$ cat config.mk
export PLATFORM = sky130hd
export DESIGN_NAME = prc_front_flat
export DESIGN_NICKNAME = d
export VERILOG_FILES = /design/src/design/prc_pkg.sv /design/src/design/prc_if.sv /design/src/design/prc_front.sv /design/src/flat_wrapper.sv
export SDC_FILE = /design/constraint.sdc
export NUM_CORES = 2
export LEC_CHECK = 0
export ABC_AREA = 1
export BUFFER_PORTS_ARGS = -buffer_cell sky130_fd_sc_hd__buf_2
export CELL_PAD_IN_SITES_DETAIL_PLACEMENT = 0
export CELL_PAD_IN_SITES_GLOBAL_PLACEMENT = 1
export CORE_MARGIN = 2
export CORE_UTILIZATION = 50
export CTS_CLUSTER_SIZE = 30
export DETAILED_ROUTE_END_ITERATION = 10
export GPL_TIMING_DRIVEN = 1
export HOLD_SLACK_MARGIN = 0.15
export PLACE_DENSITY = 0.95
export SLEW_MARGIN = 20
export SYNTH_ARGS = -nofsm -noshare
export SYNTH_HDL_FRONTEND = slang
export SYNTH_SLANG_ARGS = --single-unit
$ cat constraint.sdc
create_clock -name clk -period 11.1 [get_ports clk]
set_clock_uncertainty 0.15 [all_clocks]
set_input_delay 0 -clock clk [delete_from_list [all_inputs] [get_ports clk]]
set_output_delay 0 -clock clk [all_outputs]
set_load 0.01 [all_outputs]
$ cat src/design/prc_pkg.sv
// ----------------------------------------------------------------------------
// prc_pkg
// Shared types and constants for the periodic ripple corrector.
// ----------------------------------------------------------------------------
package prc_pkg;

    // input action codes
    localparam logic ACT_CORRECT = 1'b0;
    localparam logic ACT_LOAD    = 1'b1;

    // configuration register indexes
    localparam logic [1:0] CFG_ENABLE   = 2'd0;
    localparam logic [1:0] CFG_PHASE_DC = 2'd1;
    localparam logic [1:0] CFG_MAG_DC   = 2'd2;

    // divider and cosine pipeline depths
    localparam int DIV_BITS   = 24;
    localparam int COS_STAGES = 4;

    // odd polynomial constants for the sine, Q30
    localparam logic [30:0] COS_A = 31'd1686629713;
    localparam logic [29:0] COS_B = 30'd688904866;
    localparam logic [26:0] COS_C = 27'd76016977;

    // one table's segment, picked at classification time
    typedef struct packed {
        logic [31:0]        diff;
        logic [31:0]        den;
        logic signed [15:0] off_a;
        logic signed [15:0] off_b;
        logic signed [31:0] amp_a;
        logic signed [31:0] amp_b;
    } seg_t;

    // queue entry between front and back
    typedef struct packed {
        logic signed [15:0] phase;
        seg_t               ph;
        seg_t               mg;
    } qent_t;

    // configuration seen by the back end
    typedef struct packed {
        logic               enabled;
        logic signed [31:0] phase_dc;
        logic signed [31:0] mag_dc;
    } cfg_t;

endpackage

$ cat src/design/prc_if.sv
// ----------------------------------------------------------------------------
// prc_if
// Valid/ready channels for request and result transactions.
// ----------------------------------------------------------------------------
interface prc_in_if;
    logic               valid;
    logic               ready;
    logic               action;
    logic               table_select;
    logic [2:0]         point_index;
    logic [31:0]        frequency_hz;
    logic signed [15:0] phase_angle;
    logic signed [15:0] point_offset;
    logic signed [31:0] point_amplitude;

    modport source (output valid, action, table_select, point_index, frequency_hz,
                    phase_angle, point_offset, point_amplitude, input ready);
    modport sink (input valid, action, table_select, point_index, frequency_hz,
                  phase_angle, point_offset, point_amplitude, output ready);
endinterface


$ cat src/design/prc_front.sv
// ----------------------------------------------------------------------------
// prc_front
// Takes request transactions, writes breakpoints and locates segments.
// ----------------------------------------------------------------------------
module prc_front
    import prc_pkg::*;
#(
    parameter int NUM_POINTS = 6
)(
    input  logic        clk,
    prc_in_if.sink      request,
    input  logic        full,
    output logic        push,
    output qent_t       entry
);

    localparam int IW = $clog2(NUM_POINTS);
    localparam logic [4:0] NP_LIMIT = 5'(NUM_POINTS);

    logic [31:0]        freq_reg [2][NUM_POINTS];
    logic signed [15:0] off_reg  [2][NUM_POINTS];
    logic signed [31:0] amp_reg  [2][NUM_POINTS];
    seg_t               seg_c    [2];
    logic               accept;
    logic [IW-1:0]      wr_idx;

    assign request.ready = !full;
    assign accept = request.valid && request.ready;
    assign wr_idx = IW'(request.point_index);

    // breakpoint writes, out-of-range indexes dropped
    always_ff @(posedge clk)
    begin
        if (accept && request.action == ACT_LOAD && {2'b00, request.point_index} < NP_LIMIT)
        begin
            freq_reg[request.table_select][wr_idx] <= request.frequency_hz;
            off_reg[request.table_select][wr_idx]  <= request.point_offset;
            amp_reg[request.table_select][wr_idx]  <= request.point_amplitude;
        end
    end

    // segment search per table
    for (genvar t = 0; t < 2; t++)
    begin : g_loc
        always_comb
        begin
            logic [IW-1:0] k_sel;
            logic [IW-1:0] lo_idx;
            logic          hold;
            hold  = 1'b1;
            k_sel = IW'(NUM_POINTS - 1);
            for (int k = NUM_POINTS - 1; k >= 1; k--)
            begin
                if (request.frequency_hz < freq_reg[t][k])
                begin
                    hold  = 1'b0;
                    k_sel = IW'(k);
                end
            end
            if (request.frequency_hz < freq_reg[t][0])
            begin
                hold  = 1'b1;
                k_sel = '0;
            end
            lo_idx = hold ? k_sel : k_sel - 1'b1;
            seg_c[t].diff  = hold ? 32'd0 : request.frequency_hz - freq_reg[t][lo_idx];
            seg_c[t].den   = hold ? 32'd1 : freq_reg[t][k_sel] - freq_reg[t][lo_idx];
            seg_c[t].off_a = off_reg[t][lo_idx];
            seg_c[t].off_b = off_reg[t][k_sel];
            seg_c[t].amp_a = amp_reg[t][lo_idx];
            seg_c[t].amp_b = amp_reg[t][k_sel];
        end
    end

    // correct transactions go to the queue
    assign push        = accept && request.action == ACT_CORRECT;
    assign entry.phase = request.phase_angle;
    assign entry.ph    = seg_c[0];
    assign entry.mg    = seg_c[1];

endmodule

$ cat src/flat_wrapper.sv
// flat-port wrapper written by rule: the top's interface ports become plain ports
module prc_front_flat import prc_pkg::*;
#(
    parameter int NUM_POINTS = 6
)
  (clk, full, push, entry, request_valid, request_action, request_table_select, request_point_index, request_frequency_hz, request_phase_angle, request_point_offset, request_point_amplitude, request_ready);
  prc_in_if request_i ();
  input  logic clk;
  input  logic full;
  output logic push;
  output qent_t entry;
  input wire logic [$bits(request_i.valid)-1:0] request_valid;
  input wire logic [$bits(request_i.action)-1:0] request_action;
  input wire logic [$bits(request_i.table_select)-1:0] request_table_select;
  input wire logic [$bits(request_i.point_index)-1:0] request_point_index;
  input wire logic [$bits(request_i.frequency_hz)-1:0] request_frequency_hz;
  input wire logic [$bits(request_i.phase_angle)-1:0] request_phase_angle;
  input wire logic [$bits(request_i.point_offset)-1:0] request_point_offset;
  input wire logic [$bits(request_i.point_amplitude)-1:0] request_point_amplitude;
  output wire logic [$bits(request_i.ready)-1:0] request_ready;
  assign request_i.valid = request_valid;
  assign request_i.action = request_action;
  assign request_i.table_select = request_table_select;
  assign request_i.point_index = request_point_index;
  assign request_i.frequency_hz = request_frequency_hz;
  assign request_i.phase_angle = request_phase_angle;
  assign request_i.point_offset = request_point_offset;
  assign request_i.point_amplitude = request_point_amplitude;
  assign request_ready = request_i.ready;
  prc_front #(.NUM_POINTS(NUM_POINTS)) u_core (.clk(clk), .request(request_i), .full(full), .push(push), .entry(entry));
endmodule
; ---- After elaboration in Yosys (flattened, before gate mapping)
; Memories as Yosys holds them, arrays and structs flattened.
; Cells that the tools add are included.
[word_totals]
register_bits = 0
latch_bits = 0
ramBits = 960
romBits = 0
inputBits = 104
out_inout_bits = 338
elab_cells = 111
mem_count = 3
[op_classes]
addsub = 6
mul = 0
div = 0
order_cmp = 19
eq_ne = 0
n_shift = 0
muxes = 71
bitwise_logic = 6
reduce_logical = 6
[mem_list]
columns = name, words, word_bits, read_ports, rd_clocked_by_memory_dff, write_ports, line_no
row1 = u_core.amp_reg, 2, 192, 2, 0, 1, prc_front.sv:22  ; logic signed [31:0] amp_reg [2][NUM_POINTS];
row2 = u_core.freq_reg, 2, 192, 2, 0, 1, prc_front.sv:20  ; logic [31:0] freq_reg [2][NUM_POINTS];
row3 = u_core.off_reg, 2, 96, 2, 0, 1, prc_front.sv:21  ; logic signed [15:0] off_reg [2][NUM_POINTS];
[ops]
columns = operator, n
row1 = $bmux W32 S3, 8
row2 = $mux W32, 21
row3 = $lt A32 B32 Y1, 12
row4 = $bmux W16 S3, 4
row5 = $mux W192, 1
row6 = $mux W16, 9
row7 = $sub A32 B32 Y32, 4
row8 = $demux W32 S3, 1
row9 = $mux W96, 1
row10 = $demux W16 S3, 1
row11 = $mux W3, 10
row12 = $ge A4 B4 Y1 const B, 5
row13 = $not A3 Y4, 5
row14 = $mux W1, 15
row15 = $sub A3 B1 Y3 const B, 2
row16 = $logic_and A1 B1 Y1, 5
row17 = $lt A4 B1 Y1 const B, 1
row18 = $lt A3 B3 Y1 const B, 1
row19 = $logic_not A1 Y1, 1
row20 = $not A1 Y1, 1

; ---- Depth between registers and ports, before layout
; An unclocked memory read counts as a cell.
[logic_depth]
depth_word = 15
depth_mapped = 46

; ---- Worst setup path after synthesis
; Ideal clock, no wire load.
[synth_timing]
path_type = input-to-reg
from = in full
to = mem u_core.amp_reg[0][0] in the netlist's numbering, enable pin
setup_ps = 618
arrival_time_ps = 5951
required_time_ps = 10332
setup_slack_ps = 4381
stages = 4
cell_sequence = inv_1 nand3_1 clkbuf_1 nor3_1
[synth_between]
elab_chain_len = 6
[synth_lines]
columns = element, line_no
row1 = from (decl), flat_wrapper.sv:9  ; input logic full;
row2 = $logic_not A1 Y1, prc_front.sv:27  ; assign request.ready = !full;
row3 = $logic_and A1 B1 Y1, prc_front.sv:28  ; assign accept = request.valid && request.ready;
row4 = $logic_and A1 B1 Y1 (2 in a row), prc_front.sv:34  ; if (accept && request.action == ACT_LOAD && {2'b00, request.point_index} < NP_LIMIT)
row5 = $mux W1, prc_front.sv:34
row6 = $mux W192 (not written as such), prc_front.sv:38  ; amp_reg[request.table_select][wr_idx] <= request.point_amplitude;
row7 = to (decl), prc_front.sv:22
; Every way passes these cells.

==> results_dict.tcl <==
set metrics [dict create \
    status "complete, no violations" \
    dp_hpwl_microns 161000 \
    fin_cells 10200 \
    synthFlopType "edfxtp_1" \
    slew_headroom 0.209 \
    grt_pass1_vias 57500 \
    ys_ff_latch 960 \
    drv_slew 0 \
    cts_setup_buffers 0 \
    vias 61300 \
    vias_per_cell 5.99 \
    max_freq_ghz 0.104 \
    slowest_delay_ns 0.92 \
    synth_top_area_frac 0.442 \
    routabilityCongestion 0.988 \
    cts_resized 0 \
    fp-row-count 132 \
    crit_family "buffers and inverters" \
    min_path_type "in -> out" \
    hold_violations 0 \
    initial_core_util 0.504 \
    cts_made_buffers 105 \
    cp_num_buf_inv 11 \
    grt_first_pass_wirelength_microns 350000 \
    cpMaxStageDelayCell "inv_4" \
    rsz0062_at_grt "false" \
    syn2layout_area_growth_pct 12.3 \
    path_common_cell "nand2_1" \
    drcViolationCount 0 \
    power.leakage_nw 31.8 \
    period_share 0.867 \
    drt_pre_antenna_iters 6 \
    ant_nets 0 \
    setup_tns_ns 0 \
    synthArstFlopShare 0 \
    cp.arrival_ns 9.47 \
    avgSynthCellArea_sq_um 8.12 \
    synth_area_sq_mm 0.0653 \
    critPathCaptureType "output port" \
    min_period_ns 9.62 \
    grt_use_total 0.347 \
    synthTopCellsByCount "1649 x nand2_1, 1026 x o21ai_0, 960 x edfxtp_1" \
    drt_wl_total_microns 239000 \
    synth_nets 8619 \
    clkSinkCount 960 \
    worst_pin_slew_ns 1.19 \
    dieArea_sq_mm 0.133 \
    power_density_mw_per_mm2 144 \
    antenna_found_initial 10 \
    wl_per_cell_microns 23.3 \
    die_w_microns 365 \
    worstPathMaxFanout 77 \
    grt_overflow_total 0 \
    setup_viol_count_final 0 \
    synth_area_leaders "edfxtp_1 44%, nand2_1 9.5%, ha_1 9.0%, o21ai_0 7.9%, nor2_1 5.2%" \
    synth_warnings 0 \
    synth_cell_types 59 \
    critPathKind "in -> out" \
    placed_cells 9871 \
    core_sq_mm 0.129 \
    yosysSeqAreaShare 0.442 \
    boundaryPins 442 \
    die_h_microns 365 \
    syn_inst 8041 \
    required_ns 10.95 \
    drv_cap 0 \
    cts_hold_buffers 156 \
    portBuffers 409 \
    clockBufferDepth 3 \
    nNetsFinal 8970 \
    grt_max_degree 264 \
    post_route_cells_drive_above_1_share 0.102 \
    cts_tree "built" \
    first_iter_violations 8176 \
    yosysTopAreaCell "edfxtp_1" \
    root_buffer "clkbuf_16" \
    peakVddDrop_uv 136 \
    cts.htree.levels 3 \
    synth_edf_count 960 \
    start_kind "input pin" \
    synth_most_common_cell "nand2_1" \
]
-- layout make-up --
type / count / area [sq um]
fill: 11700 / 56200
multi-input combinational: 5768 / 31300
sequential: 960 / 28800
timing repair buffer: 627 / 4090
inverter: 930 / 3510
clock buffer: 126 / 2730
tap: 1742 / 2180
clock inverter: 73 / 656
antenna: 3 / 7.51
-- cells by family (layout without fill, tap and decap cells) --
kind of cell	Yosys count	count (layout)	share of synthesized area
mux	1	1	0.000153
xor+xnor	25	25	0.00347
compound gates	1972	1972	0.166
other cells	0	3	0
buf+inv	1313	1756	0.0807
simple gates	3296	3296	0.216
fa+ha+maj	474	474	0.0913
flops	960	960	0.442
-- worst min-delay path, stage by stage --
cell	delay, ns
buf_2	0.11
nand2_1	0.06
nor2_1	0.03
buf_2	0.12
-- final timing paths --
path | cells past startpoint | from | to
max | 40 | request_frequency_hz[0] | entry[158]
min | 4 | request_valid | push
-- cells in the final DEF (no fill, tap or decap), types with 31 or more instances in the layout --
master / n
nor2_1: 906
buf_2: 409
buf_4: 61
o211ai_1: 94
edfxtp_1: 960
o21ai_0: 1026
o22ai_1: 183
clkbuf_16: 106
nand4_1: 56
nand3_2: 33
nand3_1: 411
clkinv_1: 31
ha_1: 470
o32ai_1: 76
dlygate4sd3_1: 156
nor3_1: 38
nand2_1: 1648
inv_1: 898
a21oi_1: 486
nand2_2: 85
-- layer usage --
metal  global-route usage  up-vias  routed length, microns
met5                    0        -                      71
met4                0.187       10                   14200
met3               0.0605      591                   24200
met2                0.550     3585                  108000
met1                0.453    28800                   92500
li1                     -    28300                       -
-- per-stage QoR --
step	hold WS [ns]	cell area (sq um)	setup WS [ns]	total power, mW	utilization
2_1_floorplan	-0.102	65300	4.38	5.94	-
5_1_grt	0.196	73300	0.916	11.0	0.566
4_1_cts	0.168	73300	1.69	10.5	0.566
3_5_place_dp	-0.150	68300	2.66	7.05	0.528
6_report	0.168	73300	1.48	10.6	0.566
3_3_place_gp	-0.150	68300	2.76	7.04	0.528
-- power breakdown --
group | leakage, nW | internal, mW | switching (mW)
clock network | 1.64 | 1.94 | 1.53
logic | 21.5 | 0.893 | 2.19
registers | 8.64 | 4.01 | 0.0105
total | 31.8 | 6.85 | 3.73
Power figures use the tool's default switching activity.
