==> src/design/prc_pkg.sv <==
// ----------------------------------------------------------------------------
// prc_pkg
// Shared types and constants for the periodic ripple corrector.
// ----------------------------------------------------------------------------
package prc_pkg;

    // input action codes
    localparam logic ACT_CORRECT = 1'b0;
    localparam logic ACT_LOAD    = 1'b1;

    // configuration register indexes
    localparam logic [1:0] CFG_ENABLE   = 2'd0;
    localparam logic [1:0] CFG_PHASE_DC = 2'd1;
    localparam logic [1:0] CFG_MAG_DC   = 2'd2;

    // divider and cosine pipeline depths
    localparam int DIV_BITS   = 24;
    localparam int COS_STAGES = 4;

    // odd polynomial constants for the sine, Q30
    localparam logic [30:0] COS_A = 31'd1686629713;
    localparam logic [29:0] COS_B = 30'd688904866;
    localparam logic [26:0] COS_C = 27'd76016977;

    // one table's segment, picked at classification time
    typedef struct packed {
        logic [31:0]        diff;
        logic [31:0]        den;
        logic signed [15:0] off_a;
        logic signed [15:0] off_b;
        logic signed [31:0] amp_a;
        logic signed [31:0] amp_b;
    } seg_t;

    // queue entry between front and back
    typedef struct packed {
        logic signed [15:0] phase;
        seg_t               ph;
        seg_t               mg;
    } qent_t;

    // configuration seen by the back end
    typedef struct packed {
        logic               enabled;
        logic signed [31:0] phase_dc;
        logic signed [31:0] mag_dc;
    } cfg_t;

endpackage

==> src/design/prc_queue.sv <==
// ----------------------------------------------------------------------------
// prc_queue
// Two-entry queue between classification and arithmetic.
// ----------------------------------------------------------------------------
module prc_queue
    import prc_pkg::*;
(
    input  logic  clk,
    input  logic  rst_n,
    input  logic  push,
    input  qent_t din,
    input  logic  pop,
    output logic  full,
    output logic  valid,
    output qent_t dout
);

    qent_t      mem_reg [2];
    logic       wptr_reg, wptr_next;
    logic       rptr_reg, rptr_next;
    logic [1:0] count_reg, count_next;
    logic       do_pop;

    assign full   = count_reg == 2'd2;
    assign valid  = count_reg != 2'd0;
    assign dout   = mem_reg[rptr_reg];
    assign do_pop = pop && valid;

    // pointer and count update
    always_comb
    begin
        wptr_next  = push ? !wptr_reg : wptr_reg;
        rptr_next  = do_pop ? !rptr_reg : rptr_reg;
        count_next = count_reg + {1'b0, push} - {1'b0, do_pop};
    end

    always_ff @(posedge clk or negedge rst_n)
    begin
        if (!rst_n)
        begin
            wptr_reg  <= 1'b0;
            rptr_reg  <= 1'b0;
            count_reg <= 2'd0;
        end
        else
        begin
            wptr_reg  <= wptr_next;
            rptr_reg  <= rptr_next;
            count_reg <= count_next;
        end
    end

    // entry storage
    always_ff @(posedge clk)
    begin
        if (push)
        begin
            mem_reg[wptr_reg] <= din;
        end
    end

endmodule

==> config.mk <==
export PLATFORM = sky130hd
export DESIGN_NAME = prc_queue
export DESIGN_NICKNAME = d
export VERILOG_FILES = /design/src/design/prc_pkg.sv /design/src/design/prc_queue.sv
export SDC_FILE = /design/constraint.sdc
export NUM_CORES = 1
export LEC_CHECK = 0
export CORE_MARGIN = 5
export CORE_UTILIZATION = 25
export CTS_CLUSTER_DIAMETER = 40
export DETAILED_ROUTE_END_ITERATION = 16
export DONT_BUFFER_PORTS = 1
export HOLD_SLACK_MARGIN = 0.05
export SLEW_MARGIN = 10
export SYNTH_ARGS = -nofsm -noshare
export SYNTH_HDL_FRONTEND = slang
export SYNTH_SLANG_ARGS = --single-unit
==> constraint.sdc <==
create_clock -name clk -period 19.6 [get_ports clk]
set_input_delay 2.94 -clock clk [delete_from_list [all_inputs] [get_ports clk]]
set_output_delay 2.94 -clock clk [all_outputs]
set_load 0.03 [all_outputs]
; Word-level counts from Yosys, hierarchy flattened
; Memory sizes are Yosys's and may differ from the RTL's.
; Index checks and enable logic that the tools add are counted.
[word_totals]
reg_bits = 4
mem_bits_rw = 672
in_bits = 340
output_inout_bits = 338
word_cells = 13
mem_count = 1
[classes]
n_addsub = 2
n_eq_ne = 1
mux = 2
reduce_logical = 4
[mem_list]
columns = memory, depth, width, read_ports, rd_clocked_by_memory_dff, write_ports, line_no
row1 = mem_reg, 2, 336, 1, 0, 1, prc_queue.sv:18  ; qent_t mem_reg [2];
[ops]
columns = operator, n
row1 = adder 2 x 1 -> 2 bit, 1
row2 = "== test 2 bit, second input constant", 1
row3 = zero test 1 bit, 2
row4 = 2-to-1 mux 1 bit, 2
row5 = nonzero test 2 bit, 1
row6 = subtractor 2 x 1 -> 2 bit, 1
row7 = logical AND 1 bit, 1

; Longest topological paths before layout
; Gate-level depths: netlist (run 1).
[depth]
word_depth = 3
depth_mapped = 6
mapped_depth_nobuf = 6

; Worst setup path after synthesis (run 1)
; No wires, ideal clock.
[synth_timing]
path_kind = input to register
from = input port push
to = memory mem_reg[0][0] in the netlist's numbering, enable pin
setup_time_ns = 1.081
arrival_time_ns = 17.373
required_ns = 18.519
setup_slack_ns = 1.146
cell_stages = 1
path_buffers = 0
path_cell_list = nor2b_1
[synth_between]
elab_chain_len = 2
[synth_lines]
columns = item, line_no
row1 = start: declaration, prc_queue.sv:10  ; input logic push,
row2 = 2-to-1 mux 1 bit, prc_queue.sv:56  ; if (push)
row3 = 2-to-1 mux 1 bit (not written as such), prc_queue.sv:58  ; mem_reg[wptr_reg] <= din;
row4 = end: declaration, prc_queue.sv:18
; No other way between the ends.

==> run_results.csv, run 1 <==
group,metric,value,unit
critical_path,r2r_slack,16.15,ns
grt,grt_usage,10.1,%
cells_and_area,syn_to_final_growth,18.1,%
placement,portBuffers,0,
synth,synth_seq_cells,676,
synth,netlist_instances,1063,
synth,syn-cell-area,24800,um^2
placement,placedCellCount,2324,
synth,ys_seq_area_share,81.8,%
pwr,ir_drop,109,uV
synth,synth_top_area_cell,"edfxtp_1",
cells_and_area,fin_cells,2494,
floorplanning,rows,115,
cts,clk-insertion-delay-late,0.64,ns
cts,holdBufCountCts,0,
sta,finalCritPeriodShare,35.2,%
sta,setup_tns,0,ns
pwr,power.density,176,nW/um^2
critical_path,required,16.66,ns
sta,clock_skew,0.0199,ns
sta,drv_slew,0,
sta,grt_setup_unrepaired,"false",
drt,via_per_inst,4.04,
synth,synth_top_area_share,81.4,%
min_path,holdPathStages,1,
floorplanning,die_x,325,um
floorplanning,die_h,325,um
grt,grt_antenna_before_repair,4,
critical_path,path_max_fanout,74,
sta,tightest_slew,1.15,ns
placement,place_hpwl,39500,um
run_status,status,"completed",
cells_and_area,fin_util,29.7,%
cts,clockBufferDepth,3,
min_path,holdPathEnd,"wptr_reg",
synth,synth.distinct_cells,14,
critical_path,worstRegToRegCells,3,
min_path,hold_start,"wptr_reg",
critical_path,startpoint_type,"flip-flop",
cells_and_area,final_cell_mix,"672 x edfxtp_1, 272 x mux2_2, 92 x clkbuf_16",
pwr,p_leak,0.00953,uW
grt,grt_max_degree,142,
drt,drtAntennaViolNets,0,
drt,avgRoutedWirePerCell,22.4,um
sta,max_slew_margin,23.1,%
sta,min_period,6.90,ns
critical_path,r2r_end,"mem_reg[1][222]",
floorplanning,io_pins,678,
critical_path,reg2reg_from,"wptr_reg",
drt,routed_wl,56000,um
floorplanning,die-area,106000,um^2
critical_path,worstSetupPathType,"reg -> out",
synth,avgSynthCellArea,23.3,um^2
sta,setup_viol,0,
cts,cts_tree,"built",
grt,overflow,0,
sta,hold_violations,0,
grt,grt_pass1_vias,10700,
drt,route.detailed.drc,0,
cts,postCtsSetupRepairBufs,0,
drt,first_pass_iters,5,
critical_path,crit_path_end_kind,"output pin",
critical_path,arrival,3.96,ns
cts,cts.sinks,676,
drt,vias,10100,
drt,drt-initial-drc-count,581,
sta,fmax,145,MHz
synth,synthesis.nets,1405,
floorplanning,coreArea,98400,um^2
cells_and_area,final_layout_size_suffix_gt1_share,40.7,%
cts,cts_resized,0,
placement,gp_congestion,0.772,
min_path,hold_path.class,"reg -> reg",
cts,h-tree-depth,3,
cts,path_clk_slew,0.05,ns
synth,synth_area_leaders,"edfxtp_1 81%, mux2_2 12%, mux2_4 3.0%, buf_6 1.7%, mux2_1 0.64%",
cells_and_area,final_common_cell,"edfxtp_1",
synth,ys_warn_count,0,
cells_and_area,nets,1472,
flow_run,maxCapViolCount,0,
grt,grt_pass1_wl,78200,um
cts,cts-root-buf,"clkbuf_16",
floorplanning,start_util,25.2,%
cells_and_area,largest_reg_flops,672,
cts,cts_buffers,91,
-- power breakdown --
| part | total, uW | internal (uW) | switching, uW |
|---|---|---|---|
| sequential | 2010 | 1920 | 87.9 |
| combinational | 1460 | 386 | 1070 |
| clock | 1680 | 1030 | 647 |
-- cells in the mapped netlist --
| library cell | n |
|---|---|
| edfxtp_1 | 672 |
| xor2_1 | 2 |
| o21a_1 | 1 |
| mux2_4 | 50 |
| buf_6 | 38 |
| dfrtp_1 | 4 |
| nor2b_1 | 2 |
| and2_1 | 1 |
| xnor2_1 | 2 |
| ha_1 | 2 |
| mux2_1 | 14 |
| or2_2 | 1 |
| inv_1 | 2 |
| mux2_2 | 272 |
-- metal layers --
| metal | global-route usage (%) | vias to the layer above | wire (um) |
|---|---|---|---|
| li1 | - | 4412 | - |
| met1 | 9.13 | 5079 | 17100 |
| met2 | 18.7 | 478 | 30400 |
| met3 | 5.46 | 109 | 6760 |
| met4 | 4.28 | 4 | 1690 |
| met5 | 0 | - | 31 |
-- stage by stage --
| step | hold slack [ns] | worst slack [ns] | area [um^2] | power (uW) |
|---|---|---|---|---|
| 3_5_place_dp | 0.540 | 13.32 | 26100 | 3520 |
| 4_1_cts | 0.549 | 12.60 | 29300 | 5230 |
| 2_1_floorplan | 0.455 | 1.15 | 24800 | 3470 |
| 6_report | 0.552 | 12.70 | 29300 | 5150 |
| 3_3_place_gp | 0.535 | 13.47 | 26100 | 3500 |
| 5_1_grt | 0.574 | 12.44 | 29300 | 5340 |
-- cell type report --
class,count,area [um^2]
Antenna cell,3,7.51
Clock buffer,99,2330
Clock inverter,68,852
Fill cell,9443,69200
Inverter,2,7.51
Multi-Input combinational cell,347,4070
Sequential cell,676,20300
Tap cell,1287,1610
Timing Repair Buffer,12,103
-- worst max path at each step --
stage | cells past startpoint | startpoint | slack (ns) | endpoint
floorplan | 1 | push | 1.15 | mem_reg[0][0]
detailed placement | 3 | rptr_reg | 13.32 | dout[145]
global placement | 3 | rptr_reg | 13.47 | dout[291]
CTS | 3 | rptr_reg | 12.60 | dout[145]
global route | 3 | rptr_reg | 12.44 | dout[104]
finish | 3 | rptr_reg | 12.70 | dout[145]
-- critical path, cell delays in order, from the launching register on --
cell and delay [ns]:
dfrtp_4 0.98, buf_4 0.80, buf_4 0.81, mux2_2 0.51
-- kinds of logic (layout without fill, tap and decap cells) --
| kind of cell | count (synthesis) | count (layout) | share of synthesized area [%] |
|---|---|---|---|
| fa+ha+maj | 2 | 2 | 0.101 |
| compound gates | 1 | 1 | 0.0303 |
| flops | 676 | 676 | 81.8 |
| simple gates | 4 | 4 | 0.101 |
| buf+inv | 40 | 181 | 1.76 |
| xor+xnor | 4 | 4 | 0.141 |
| other cells | 0 | 3 | 0 |
| mux | 336 | 336 | 16.0 |
Power figures use the tool's default switching activity.
==> inputs of run 2 (changes only) <==
clock period = 6.75 ns   (was 19.6 ns; I/O delays follow)
==> run_results.csv, run 2 (synthesis gave the netlist of run 1 again) <==
group,metric,value,unit
cts,path_clk_slew,0.06,ns
drt,via_per_inst,4.03,
floorplanning,start_util,25.2,%
floorplanning,coreArea,98400,um^2
min_path,holdPathStages,0,
cts,cts_buffers,90,
placement,gp_congestion,0.750,
cts,clockBufferDepth,3,
floorplanning,die_x,325,um
min_path,holdPathEnd,"mem_reg[1][149]",
critical_path,worstSetupPathType,"reg -> out",
pwr,p_leak,0.00954,uW
floorplanning,rows,115,
sta,fmax,250,MHz
grt,overflow,0,
sta,hold_violations,0,
critical_path,r2r_end,"mem_reg[0][14]",
drt,drt-initial-drc-count,477,
floorplanning,io_pins,678,
min_path,hold_path.class,"in -> reg",
cells_and_area,final_layout_size_suffix_gt1_share,40.0,%
critical_path,arrival,2.99,ns
pwr,power.density,512,nW/um^2
pwr,ir_drop,380,uV
cells_and_area,syn_to_final_growth,18.4,%
critical_path,r2r_slack,4.49,ns
grt,grt_max_degree,159,
sta,setup_viol,0,
critical_path,startpoint_type,"flip-flop",
min_path,hold_start,"din[149]",
cts,clk-insertion-delay-late,0.64,ns
cells_and_area,diodes,0,
grt,grt_pass1_wl,76500,um
run_status,status,"completed",
cts,h-tree-depth,3,
floorplanning,die-area,106000,um^2
placement,placedCellCount,2321,
cells_and_area,largest_reg_flops,672,
sta,min_period,4.01,ns
drt,route.detailed.drc,0,
drt,first_pass_iters,4,
flow_run,maxCapViolCount,0,
critical_path,crit_path_end_kind,"output pin",
sta,max_slew_margin,0.516,%
cts,cts_tree,"built",
placement,portBuffers,0,
cts,cts.sinks,676,
cells_and_area,fin_util,29.8,%
drt,avgRoutedWirePerCell,21.6,um
grt,grt_usage,9.69,%
cts,cts-root-buf,"clkbuf_16",
critical_path,required,5.74,ns
cells_and_area,nets,1469,
placement,place_hpwl,37200,um
grt,grt_antenna_before_repair,0,
critical_path,path_max_fanout,158,
critical_path,worstRegToRegCells,2,
cts,postCtsSetupRepairBufs,0,
sta,clock_skew,0.0153,ns
floorplanning,die_h,325,um
grt,grt_pass1_vias,10900,
sta,drv_slew,0,
sta,grt_setup_unrepaired,"false",
sta,tightest_slew,1.49,ns
critical_path,reg2reg_from,"wptr_reg",
placement,post-place-ws,3.46,ns
drt,vias,10000,
sta,setup_tns,0,ns
cells_and_area,final_cell_mix,"672 x edfxtp_1, 272 x mux2_2, 92 x clkbuf_16",
cells_and_area,final_common_cell,"edfxtp_1",
drt,drtAntennaViolNets,0,
drt,routed_wl,53900,um
sta,fin_ws,2.74,ns
sta,finalCritPeriodShare,59.4,%
cts,holdBufCountCts,1,
cells_and_area,fin_cells,2488,
cts,cts_resized,0,
[run 2: routing by layer]
metal	global-route usage [%]	part of all wire, %
met5	0	0
met4	3.46	2.7
met3	5.12	11
met2	18.1	55
met1	8.86	31
[run 2: worst max-delay path, stage by stage (launching register included)]
cell and delay, ns:
dfrtp_4 0.78, buf_12 0.40, mux2_1 0.54
[run 2: through the flow]
step | area [um^2] | total power, uW | hold WS, ns
floorplan | 24800 | 9790 | 0.508
CTS | 29300 | 15200 | 0.389
finish | 29300 | 15000 | 0.465
detailed placement | 26100 | 10300 | 0.541
global placement | 26100 | 10200 | 0.536
global route | 29300 | 15600 | 0.396
[run 2: worst max-delay path by stage]
stage | endpoint | slack [ns] | cells past startpoint | startpoint
after floorplan | mem_reg[0][0] | 0.28 | 1 | push
after global placement | dout[175] | 3.50 | 2 | rptr_reg
after detailed placement | dout[175] | 3.46 | 2 | rptr_reg
after CTS | dout[175] | 2.74 | 2 | rptr_reg
after global routing | dout[174] | 2.66 | 2 | rptr_reg
final | dout[174] | 2.74 | 2 | rptr_reg
[run 2: final cells by class]
cell class | instances | area, um^2
fillers | 9504 | 69100
flip-flops and latches | 676 | 20300
multi-input cells | 347 | 4070
clock buffers | 98 | 2320
well taps | 1287 | 1610
clock inverters | 68 | 891
repair buffers | 10 | 140
inverters | 2 | 7.51
[run 2: power by group]
group          switching (uW)  internal, uW
clock network            1850          3050
registers                 215          5590
logic                    3160          1150
